### src/rtl/core/three_key_debounce_long_press_defines.svh
// assertion macros for the three key debouncer
`ifndef THREE_KEY_DEBOUNCE_LONG_PRESS_DEFINES_SVH
`define THREE_KEY_DEBOUNCE_LONG_PRESS_DEFINES_SVH

// same-cycle implication, checked outside reset
`define TKD_ASSERT_IMP(lbl, ante, cons) \
    lbl: assert property (@(posedge i_clk) disable iff (!i_rst_n) (ante) |-> (cons)) \
        else $error("tkd same-cycle check failed");

// next-cycle implication, checked outside reset
`define TKD_ASSERT_NXT(lbl, ante, cons) \
    lbl: assert property (@(posedge i_clk) disable iff (!i_rst_n) (ante) |=> (cons)) \
        else $error("tkd next-cycle check failed");

`endif

### src/rtl/core/tkd_pkg.sv
`timescale 1ns / 1ps

package tkd_pkg;

    // width of the wrapping millisecond counter used for elapsed time
    localparam int TIME_BITS = 32;

    localparam int THR_BITS = 16;

    // register reset values
    localparam logic [THR_BITS-1:0] DEBOUNCE_RESET = 16'd50;
    localparam logic [THR_BITS-1:0] LONG_PRESS_RESET = 16'd1000;

    // register indexes
    typedef enum logic {
        REG_DEBOUNCE   = 1'b0,
        REG_LONG_PRESS = 1'b1
    } t_reg_index;

    // result codes
    typedef enum logic [2:0] {
        EV_NONE       = 3'd0,
        EV_UP         = 3'd1,
        EV_DOWN       = 3'd2,
        EV_MODE_SHORT = 3'd3,
        EV_MODE_LONG  = 3'd4
    } t_key_event;

    // reports from the mode key tracker
    typedef struct packed {
        logic short_press;
        logic long_press;
    } t_mode_rpt;

endpackage

### src/rtl/core/tkd_key.sv
`timescale 1ns / 1ps

module tkd_key (
    input  logic                             i_clk,
    input  logic                             i_rst_n,
    input  logic                             i_advance,
    input  logic                             i_pressed,
    input  logic [tkd_pkg::TIME_BITS-1:0]    i_now,
    input  logic [tkd_pkg::THR_BITS-1:0]     i_debounce,
    output logic                             o_report
);

    logic                          r_held;
    logic                          r_done;
    logic [tkd_pkg::TIME_BITS-1:0] r_start;
    logic [tkd_pkg::TIME_BITS-1:0] w_elapsed;
    logic                          w_due;

    // modulo elapsed time since the press edge
    assign w_elapsed = i_now - r_start;
    assign w_due     = w_elapsed >= tkd_pkg::TIME_BITS'(i_debounce);
    assign o_report  = i_pressed && r_held && !r_done && w_due;

    // held / done flags
    always_ff @(posedge i_clk) begin
        if (!i_rst_n) begin
            r_held <= 1'b0;
            r_done <= 1'b0;
        end else if (i_advance) begin
            if (i_pressed) begin
                if (!r_held) begin
                    r_held <= 1'b1;
                    r_done <= 1'b0;
                end else if (o_report) begin
                    r_done <= 1'b1;
                end
            end else begin
                r_held <= 1'b0;
                r_done <= 1'b0;
            end
        end
    end

    // press timestamp
    always_ff @(posedge i_clk) begin
        if (!i_rst_n) begin
            r_start <= '0;
        end else if (i_advance && i_pressed && !r_held) begin
            r_start <= i_now;
        end
    end

endmodule

### src/rtl/core/tkd_mode.sv
`timescale 1ns / 1ps

module tkd_mode (
    input  logic                             i_clk,
    input  logic                             i_rst_n,
    input  logic                             i_advance,
    input  logic                             i_pressed,
    input  logic [tkd_pkg::TIME_BITS-1:0]    i_now,
    input  logic [tkd_pkg::THR_BITS-1:0]     i_debounce,
    input  logic [tkd_pkg::THR_BITS-1:0]     i_long_press,
    output tkd_pkg::t_mode_rpt               o_rpt
);

    logic                          r_held;
    logic                          r_done;
    logic [tkd_pkg::TIME_BITS-1:0] r_start;
    logic [tkd_pkg::TIME_BITS-1:0] w_elapsed;
    logic                          w_past_debounce;
    logic                          w_past_long;

    // elapsed time and threshold compares
    assign w_elapsed       = i_now - r_start;
    assign w_past_debounce = w_elapsed >= tkd_pkg::TIME_BITS'(i_debounce);
    assign w_past_long     = w_elapsed >= tkd_pkg::TIME_BITS'(i_long_press);

    // long while still held, short on release
    assign o_rpt.long_press  = i_pressed && r_held && !r_done && w_past_long;
    assign o_rpt.short_press = !i_pressed && r_held && !r_done
                               && w_past_debounce && !w_past_long;

    // held / done flags
    always_ff @(posedge i_clk) begin
        if (!i_rst_n) begin
            r_held <= 1'b0;
            r_done <= 1'b0;
        end else if (i_advance) begin
            if (i_pressed) begin
                if (!r_held) begin
                    r_held <= 1'b1;
                    r_done <= 1'b0;
                end else if (o_rpt.long_press) begin
                    r_done <= 1'b1;
                end
            end else begin
                r_held <= 1'b0;
                r_done <= 1'b0;
            end
        end
    end

    // press timestamp
    always_ff @(posedge i_clk) begin
        if (!i_rst_n) begin
            r_start <= '0;
        end else if (i_advance && i_pressed && !r_held) begin
            r_start <= i_now;
        end
    end

endmodule

### src/rtl/core/three_key_debounce_long_press.sv
`timescale 1ns / 1ps
// channel | direction | handshake                  | payload
// in      | input     | i_in_valid / o_in_stall    | i_now_ms, i_up_level, i_down_level,
//         |           |                            | i_mode_level
// out     | output    | o_out_valid / i_out_stall  | o_key_event
// cfg     | input     | i_cfg_valid / o_cfg_ready  | i_cfg_index, i_cfg_data
//
// one scan per cycle unless the output stalls; a request reaches o_key_event through
// the input register, loaded at its accepting edge, and then the result register
// synchronous active-low reset clears key flags, start times and valids;
// thresholds return to 50 ms and 1000 ms
// a stalled result holds; the input register still takes one more request,
// and o_in_stall rises only when both registers are full and the output is stalled

`include "three_key_debounce_long_press_defines.svh"

module three_key_debounce_long_press (
    input  logic        i_clk,
    input  logic        i_rst_n,
    input  logic        i_in_valid,
    output logic        o_in_stall,
    input  logic [31:0] i_now_ms,
    input  logic        i_up_level,
    input  logic        i_down_level,
    input  logic        i_mode_level,
    output logic        o_out_valid,
    input  logic        i_out_stall,
    output logic [2:0]  o_key_event,
    input  logic        i_cfg_valid,
    output logic        o_cfg_ready,
    input  logic        i_cfg_index,
    input  logic [15:0] i_cfg_data
);

    logic                          r_s1_valid;
    logic [tkd_pkg::TIME_BITS-1:0] r_now;
    logic                          r_up_p;
    logic                          r_down_p;
    logic                          r_mode_p;
    logic                          r_out_valid;
    tkd_pkg::t_key_event           r_event;
    tkd_pkg::t_key_event           n_event;
    logic [tkd_pkg::THR_BITS-1:0]  r_debounce;
    logic [tkd_pkg::THR_BITS-1:0]  r_long_press;
    logic                          w_advance;
    logic                          w_accept;
    logic                          w_up_rpt;
    logic                          w_down_rpt;
    tkd_pkg::t_mode_rpt            w_mode_rpt;

    // handshake
    assign w_advance   = r_s1_valid && (!r_out_valid || !i_out_stall);
    assign o_in_stall  = r_s1_valid && !w_advance;
    assign w_accept    = i_in_valid && !o_in_stall;
    assign o_out_valid = r_out_valid;
    assign o_key_event = r_event;
    assign o_cfg_ready = 1'b1;

    // configuration registers
    always_ff @(posedge i_clk) begin
        if (!i_rst_n) begin
            r_debounce   <= tkd_pkg::DEBOUNCE_RESET;
            r_long_press <= tkd_pkg::LONG_PRESS_RESET;
        end else if (i_cfg_valid && o_cfg_ready) begin
            unique case (tkd_pkg::t_reg_index'(i_cfg_index))
                tkd_pkg::REG_DEBOUNCE:   r_debounce   <= i_cfg_data;
                tkd_pkg::REG_LONG_PRESS: r_long_press <= i_cfg_data;
                default: ;
            endcase
        end
    end

    // input register valid
    always_ff @(posedge i_clk) begin
        if (!i_rst_n) begin
            r_s1_valid <= 1'b0;
        end else if (w_accept) begin
            r_s1_valid <= 1'b1;
        end else if (w_advance) begin
            r_s1_valid <= 1'b0;
        end
    end

    // input register payload, levels turned into pressed flags
    always_ff @(posedge i_clk) begin
        if (w_accept) begin
            r_now    <= tkd_pkg::TIME_BITS'(i_now_ms);
            r_up_p   <= !i_up_level;
            r_down_p <= !i_down_level;
            r_mode_p <= !i_mode_level;
        end
    end

    // per-key trackers
    tkd_key u_up (
        .i_clk      (i_clk),
        .i_rst_n    (i_rst_n),
        .i_advance  (w_advance),
        .i_pressed  (r_up_p),
        .i_now      (r_now),
        .i_debounce (r_debounce),
        .o_report   (w_up_rpt)
    );

    tkd_key u_down (
        .i_clk      (i_clk),
        .i_rst_n    (i_rst_n),
        .i_advance  (w_advance),
        .i_pressed  (r_down_p),
        .i_now      (r_now),
        .i_debounce (r_debounce),
        .o_report   (w_down_rpt)
    );

    tkd_mode u_mode (
        .i_clk        (i_clk),
        .i_rst_n      (i_rst_n),
        .i_advance    (w_advance),
        .i_pressed    (r_mode_p),
        .i_now        (r_now),
        .i_debounce   (r_debounce),
        .i_long_press (r_long_press),
        .o_rpt        (w_mode_rpt)
    );

    // priority: mode over down over up
    always_comb begin
        if (w_mode_rpt.long_press) begin
            n_event = tkd_pkg::EV_MODE_LONG;
        end else if (w_mode_rpt.short_press) begin
            n_event = tkd_pkg::EV_MODE_SHORT;
        end else if (w_down_rpt) begin
            n_event = tkd_pkg::EV_DOWN;
        end else if (w_up_rpt) begin
            n_event = tkd_pkg::EV_UP;
        end else begin
            n_event = tkd_pkg::EV_NONE;
        end
    end

    // result register
    always_ff @(posedge i_clk) begin
        if (!i_rst_n) begin
            r_out_valid <= 1'b0;
        end else if (w_advance) begin
            r_out_valid <= 1'b1;
        end else if (!i_out_stall) begin
            r_out_valid <= 1'b0;
        end
    end

    always_ff @(posedge i_clk) begin
        if (w_advance) begin
            r_event <= n_event;
        end
    end

    // checks
    `TKD_ASSERT_IMP(a_stall_only_full, o_in_stall, r_s1_valid && r_out_valid && i_out_stall)
    `TKD_ASSERT_NXT(a_advance_gives_result, w_advance, r_out_valid && r_event == $past(n_event))
    `TKD_ASSERT_IMP(a_mode_one_report, w_advance,
        !(w_mode_rpt.long_press && w_mode_rpt.short_press))
    `TKD_ASSERT_NXT(a_held_result_stays, r_out_valid && i_out_stall,
        r_out_valid && $stable(r_event))

endmodule
### config.mk
export PLATFORM = sky130hd
export DESIGN_NAME = three_key_debounce_long_press
export DESIGN_NICKNAME = d
export VERILOG_FILES = /design/src/rtl/core/tkd_pkg.sv /design/src/rtl/core/tkd_key.sv /design/src/rtl/core/tkd_mode.sv /design/src/rtl/core/three_key_debounce_long_press.sv
export VERILOG_INCLUDE_DIRS = /design/src /design/src/rtl/core
export SDC_FILE = /design/constraint.sdc
export NUM_CORES = 1
export LEC_CHECK = 0
export BUFFER_PORTS_ARGS = -buffer_cell sky130_fd_sc_hd__buf_2
export CAP_MARGIN = 20
export CORE_UTILIZATION = 65
export DETAILED_ROUTE_END_ITERATION = 12
export MAX_ROUTING_LAYER = met4
export PLACE_DENSITY = 0.83
export SETUP_SLACK_MARGIN = 0.02
export SLEW_MARGIN = 20
export SYNTH_ARGS = -nofsm -noshare
export SYNTH_HDL_FRONTEND = slang
export SYNTH_HIERARCHICAL = 1
export SYNTH_SLANG_ARGS = --single-unit
### constraint.sdc
create_clock -name i_clk -period 7.75 [get_ports i_clk]
set_input_delay 0.3875 -clock i_clk [delete_from_list [all_inputs] [get_ports i_clk]]
set_output_delay 0.3875 -clock i_clk [all_outputs]
set_load 0.005 [all_outputs]
==> key figures <==
Status
  • Status: finished, final reports clean

Routing
  • Initial DRC Count: about 1,100
  • Routed Wire Length: 38.83 mm
  • Per-cell routed wire length: about 18 um
  • Remaining DRCs: 0
  • Via/cell ratio: between 6 and 7
  • Via count: approximately 13,000
  • Antenna Violating Nets Remaining: 0
  • Drt pass-1 iters: 5

Timing
  • Worst Tran Pin Value: 964.7 ps
  • Fin crit period: about 5600 ps
  • Count of pins over their slew limit: 0
  • Final hold violations: 0
  • RSZ-0062 raised after global routing: false
  • F_max: 178.2 MHz
  • # setup viols final: 0
  • Setup tns final: 0 ps
  • PnR worst setup slack: about 2100 ps
  • Final period utilization: 72.43%
  • Slew HR: between 30 and 40%
  • Skew final: 15.97 ps

Yosys
  • Cells after Synth: 1,845
  • Syn_nets: 2,062
  • Post-synth ARST share: 0%
  • Number of synthesized flops with an enable pin: 38
  • Synth Warn #: 6
  • Synthesized flop and latch total: 174
  • Area leader, netlist: dfxtp_1
  • Syn Area/Cell: between 7 and 8 um^2
  • Top post-synthesis cells by area: dfxtp_1 19%, ha_1 14%, nand2_1 8.5%, edfxtp_1 7.9%, a21boi_0 5.4%
  • Distinct cells, synth: 96
  • Top-area cell type share of the netlist area: 18.81%
  • Seq/Total Area, Yosys: 26.69%
  • Top FF cell, synth: dfxtp_1
  • Mapped Area: 14,470 um^2

Floorplan
  • Die width: 151.2 um
  • Initial Util: 66.32%
  • Die ar.: 22,870 um^2
  • Ports: 63
  • Rows: 54
  • Die Ht: approximately 150 um
  • Core Region: about 22,000 um^2

GRT
  • Largest net degree at the start of global routing: 101
  • Global Route Usage Sum: about a third
  • Initial antenna violation count: 0
  • First-pass GRT wire length: 61.21 mm
  • Vias in the first global route: 12,331
  • Remaining Overflow, GRT: 0

Clocking
  • Buffer depth of the longest clock path: 2
  • Post_cts resized: 0
  • CTS clk-pin slew, worst paths: 80 ps
  • Hold Buf Count CTS: 0
  • Post-CTS Setup Repair Bufs: 0
  • CTS tree: yes
  • Clock Sink Count: about 170
  • TritonCTS Buffers: 17
  • H-Tree Depth: 4
  • Root buf cell: clkbuf_16
  • Clock insertion delay at the later pin of the skew report: between 400 and 500 ps

Final layout
  • Nets: 2,076
  • Commonest non-fill, non-tap cells in the layout: 329 x nand2_1, 194 x inv_1, 157 x ha_1
  • Sequential Area: 3864 um^2
  • Filler Cells Inserted: 1,883
  • Most common cell after layout, fill and taps aside: nand2_1
  • Synth-to-Final Area Change: 6.535%
  • Layout cells sized above 1: 8.387%
  • Final core area utilization: 70.66%
  • Multi-input gate area: 9507 um^2
  • Antenna diodes: 0

Worst setup path
  • Kind of critical path: register to register
  • CP startpoint kind: register
  • Worst R2R Setup Slack: 2140 ps
  • Critical path capture point type: register
  • WP data arrival: 5790 ps
  • Worst Path Max Fanout: 9
  • CP required: 7930 ps

Place
  • Setup WS pre-CTS: ~2300 ps
  • Detailed placement HPWL: 29.97 mm
  • RePlAce Congestion: 1.038
  • PortBufs: between 60 and 70

Hold path
  • Worst min-delay path category: input pin to register

Power and ir drop
  • Power per Cell Area: 173.5 nW/um^2
  • P_int: 0.001756 W
  • LEAKAGE: 6.094 nW
  • Combinational power share: 29.1%
  • Overall power: 0.002675 W
  • Reg power frac: between 30% and 40%
  • Switch share: roughly a third
  • Clock share of power: ~33%
  • Peak VDD IR: 0.1260 mV
  • NetSw: 0.0009192 W

Flow run
  • Maxcap violations: 0
## power groups by stage
stage / Sequential [W] / Combinational [W] / Clock (W)
floorplan: 0.00101 / 0.000589 / 0
global placement: 0.00103 / 0.000739 / 0
detailed placement: 0.00104 / 0.000758 / 0
CTS: 0.00102 / 0.000764 / 0.000894
global route: 0.00102 / 0.000861 / 0.000925
finish: 0.00102 / 0.000780 / 0.000878
## synth_stat cells, types with 10 or more instances
cell type / count
buf_6: 10
a31oi_1: 13
a21boi_0: 104
edfxtp_1: 38
ha_1: 157
dfxtp_1: 136
a21oi_1: 122
nor2b_1: 23
a211oi_1: 14
nand2_1: 329
xor2_1: 20
and3_1: 12
nor3_1: 25
nand3b_1: 11
clkbuf_1: 49
nand2b_1: 33
inv_1: 194
o21a_1: 18
o2111ai_1: 11
nor4_1: 14
nor2_1: 78
a21o_1: 41
a211o_1: 11
o211ai_1: 15
xnor2_1: 38
o21ai_0: 69
nand3_1: 25
mux2i_1: 29
nand4_1: 32
## layout make-up
type | instances | share of cell area [%]
Clock buffer | 21 | 3.197
Clock inverter | 11 | 0.6816
Inverter | 194 | 4.722
Multi-Input combinational cell | 1405 | 61.65
Sequential cell | 174 | 25.06
Tap cell | 280 | 2.272
Timing Repair Buffer | 67 | 2.418
## per-stage QoR
step | cell area (um^2) | hold WS [ps] | cells
after global routing | 15420 | 95.32 | 2152
after floorplan | 14470 | 428.4 | 1845
after global placement | 14790 | 437.6 | 2119
final | 15420 | 118.3 | 2152
after CTS | 15390 | 100.4 | 2151
after detailed placement | 14790 | 446.9 | 2119
## kinds of logic (layout without fill, tap and decap cells)
group / Yosys count / count (layout) / share of synthesized area, %
AND/OR/NAND/NOR: 638 / 638 / 20.74
XOR/XNOR: 58 / 58 / 3.510
multiplexers: 30 / 30 / 2.083
AO/OA/AOI/OAI: 518 / 518 / 25.23
buffers and inverters: 266 / 293 / 7.728
flip-flops: 174 / 174 / 26.69
other: 1 / 1 / 0.02591
adder cells (fa/ha/maj): 160 / 160 / 13.99
## state kept, by name, indices dropped and copies added, names as in the netlist, 3 cells and up
name / flops
u_down/r_start: 32
o_key_event: 3
r_debounce: 16
r_now: 32
u_up/r_start: 32
r_long_press: 16
u_mode/r_start: 32
## worst max-delay path, cell delays in order, from the launching register on
cell       delay (ps)
edfxtp_1          560
ha_1              350
nor2b_1           180
o2111ai_1         260
a2111oi_0         950
or3_1             260
a21o_1            130
a21oi_1            70
xnor2_1           160
ha_1              300
nand2_1            90
nor2_1             50
nor4_1            300
o2111ai_1         160
a2111oi_0         560
o2111ai_1         180
nand4b_1          220
nor4_2            320
a211oi_1          120
nand2b_1           90
a21oi_1            60
## worst paths after layout
kind	start	end	cells past startpoint
worst max register to register	r_now[1]$_DFFE_PP_	o_key_event[0]$_SDFFCE_PP0P_	20
worst min register to register	r_long_press[11]$_SDFFE_PN0P_	r_long_press[11]$_SDFFE_PN0P_	2
worst max-delay path	r_now[1]$_DFFE_PP_	o_key_event[0]$_SDFFCE_PP0P_	20
worst min-delay path	i_now_ms[5]	r_now[5]$_DFFE_PP_	1
## layer usage
layer / share of wire [%] / up-vias / global-route usage [%]
met5: 0 / - / -
met4: 2.7 / 0 / 11.65
met3: 5.5 / 74 / 3.795
met2: 47 / 430 / 57.37
met1: 45 / 6348 / 45.33
li1: - / 6506 / -
(Power assumes the default switching activity.)
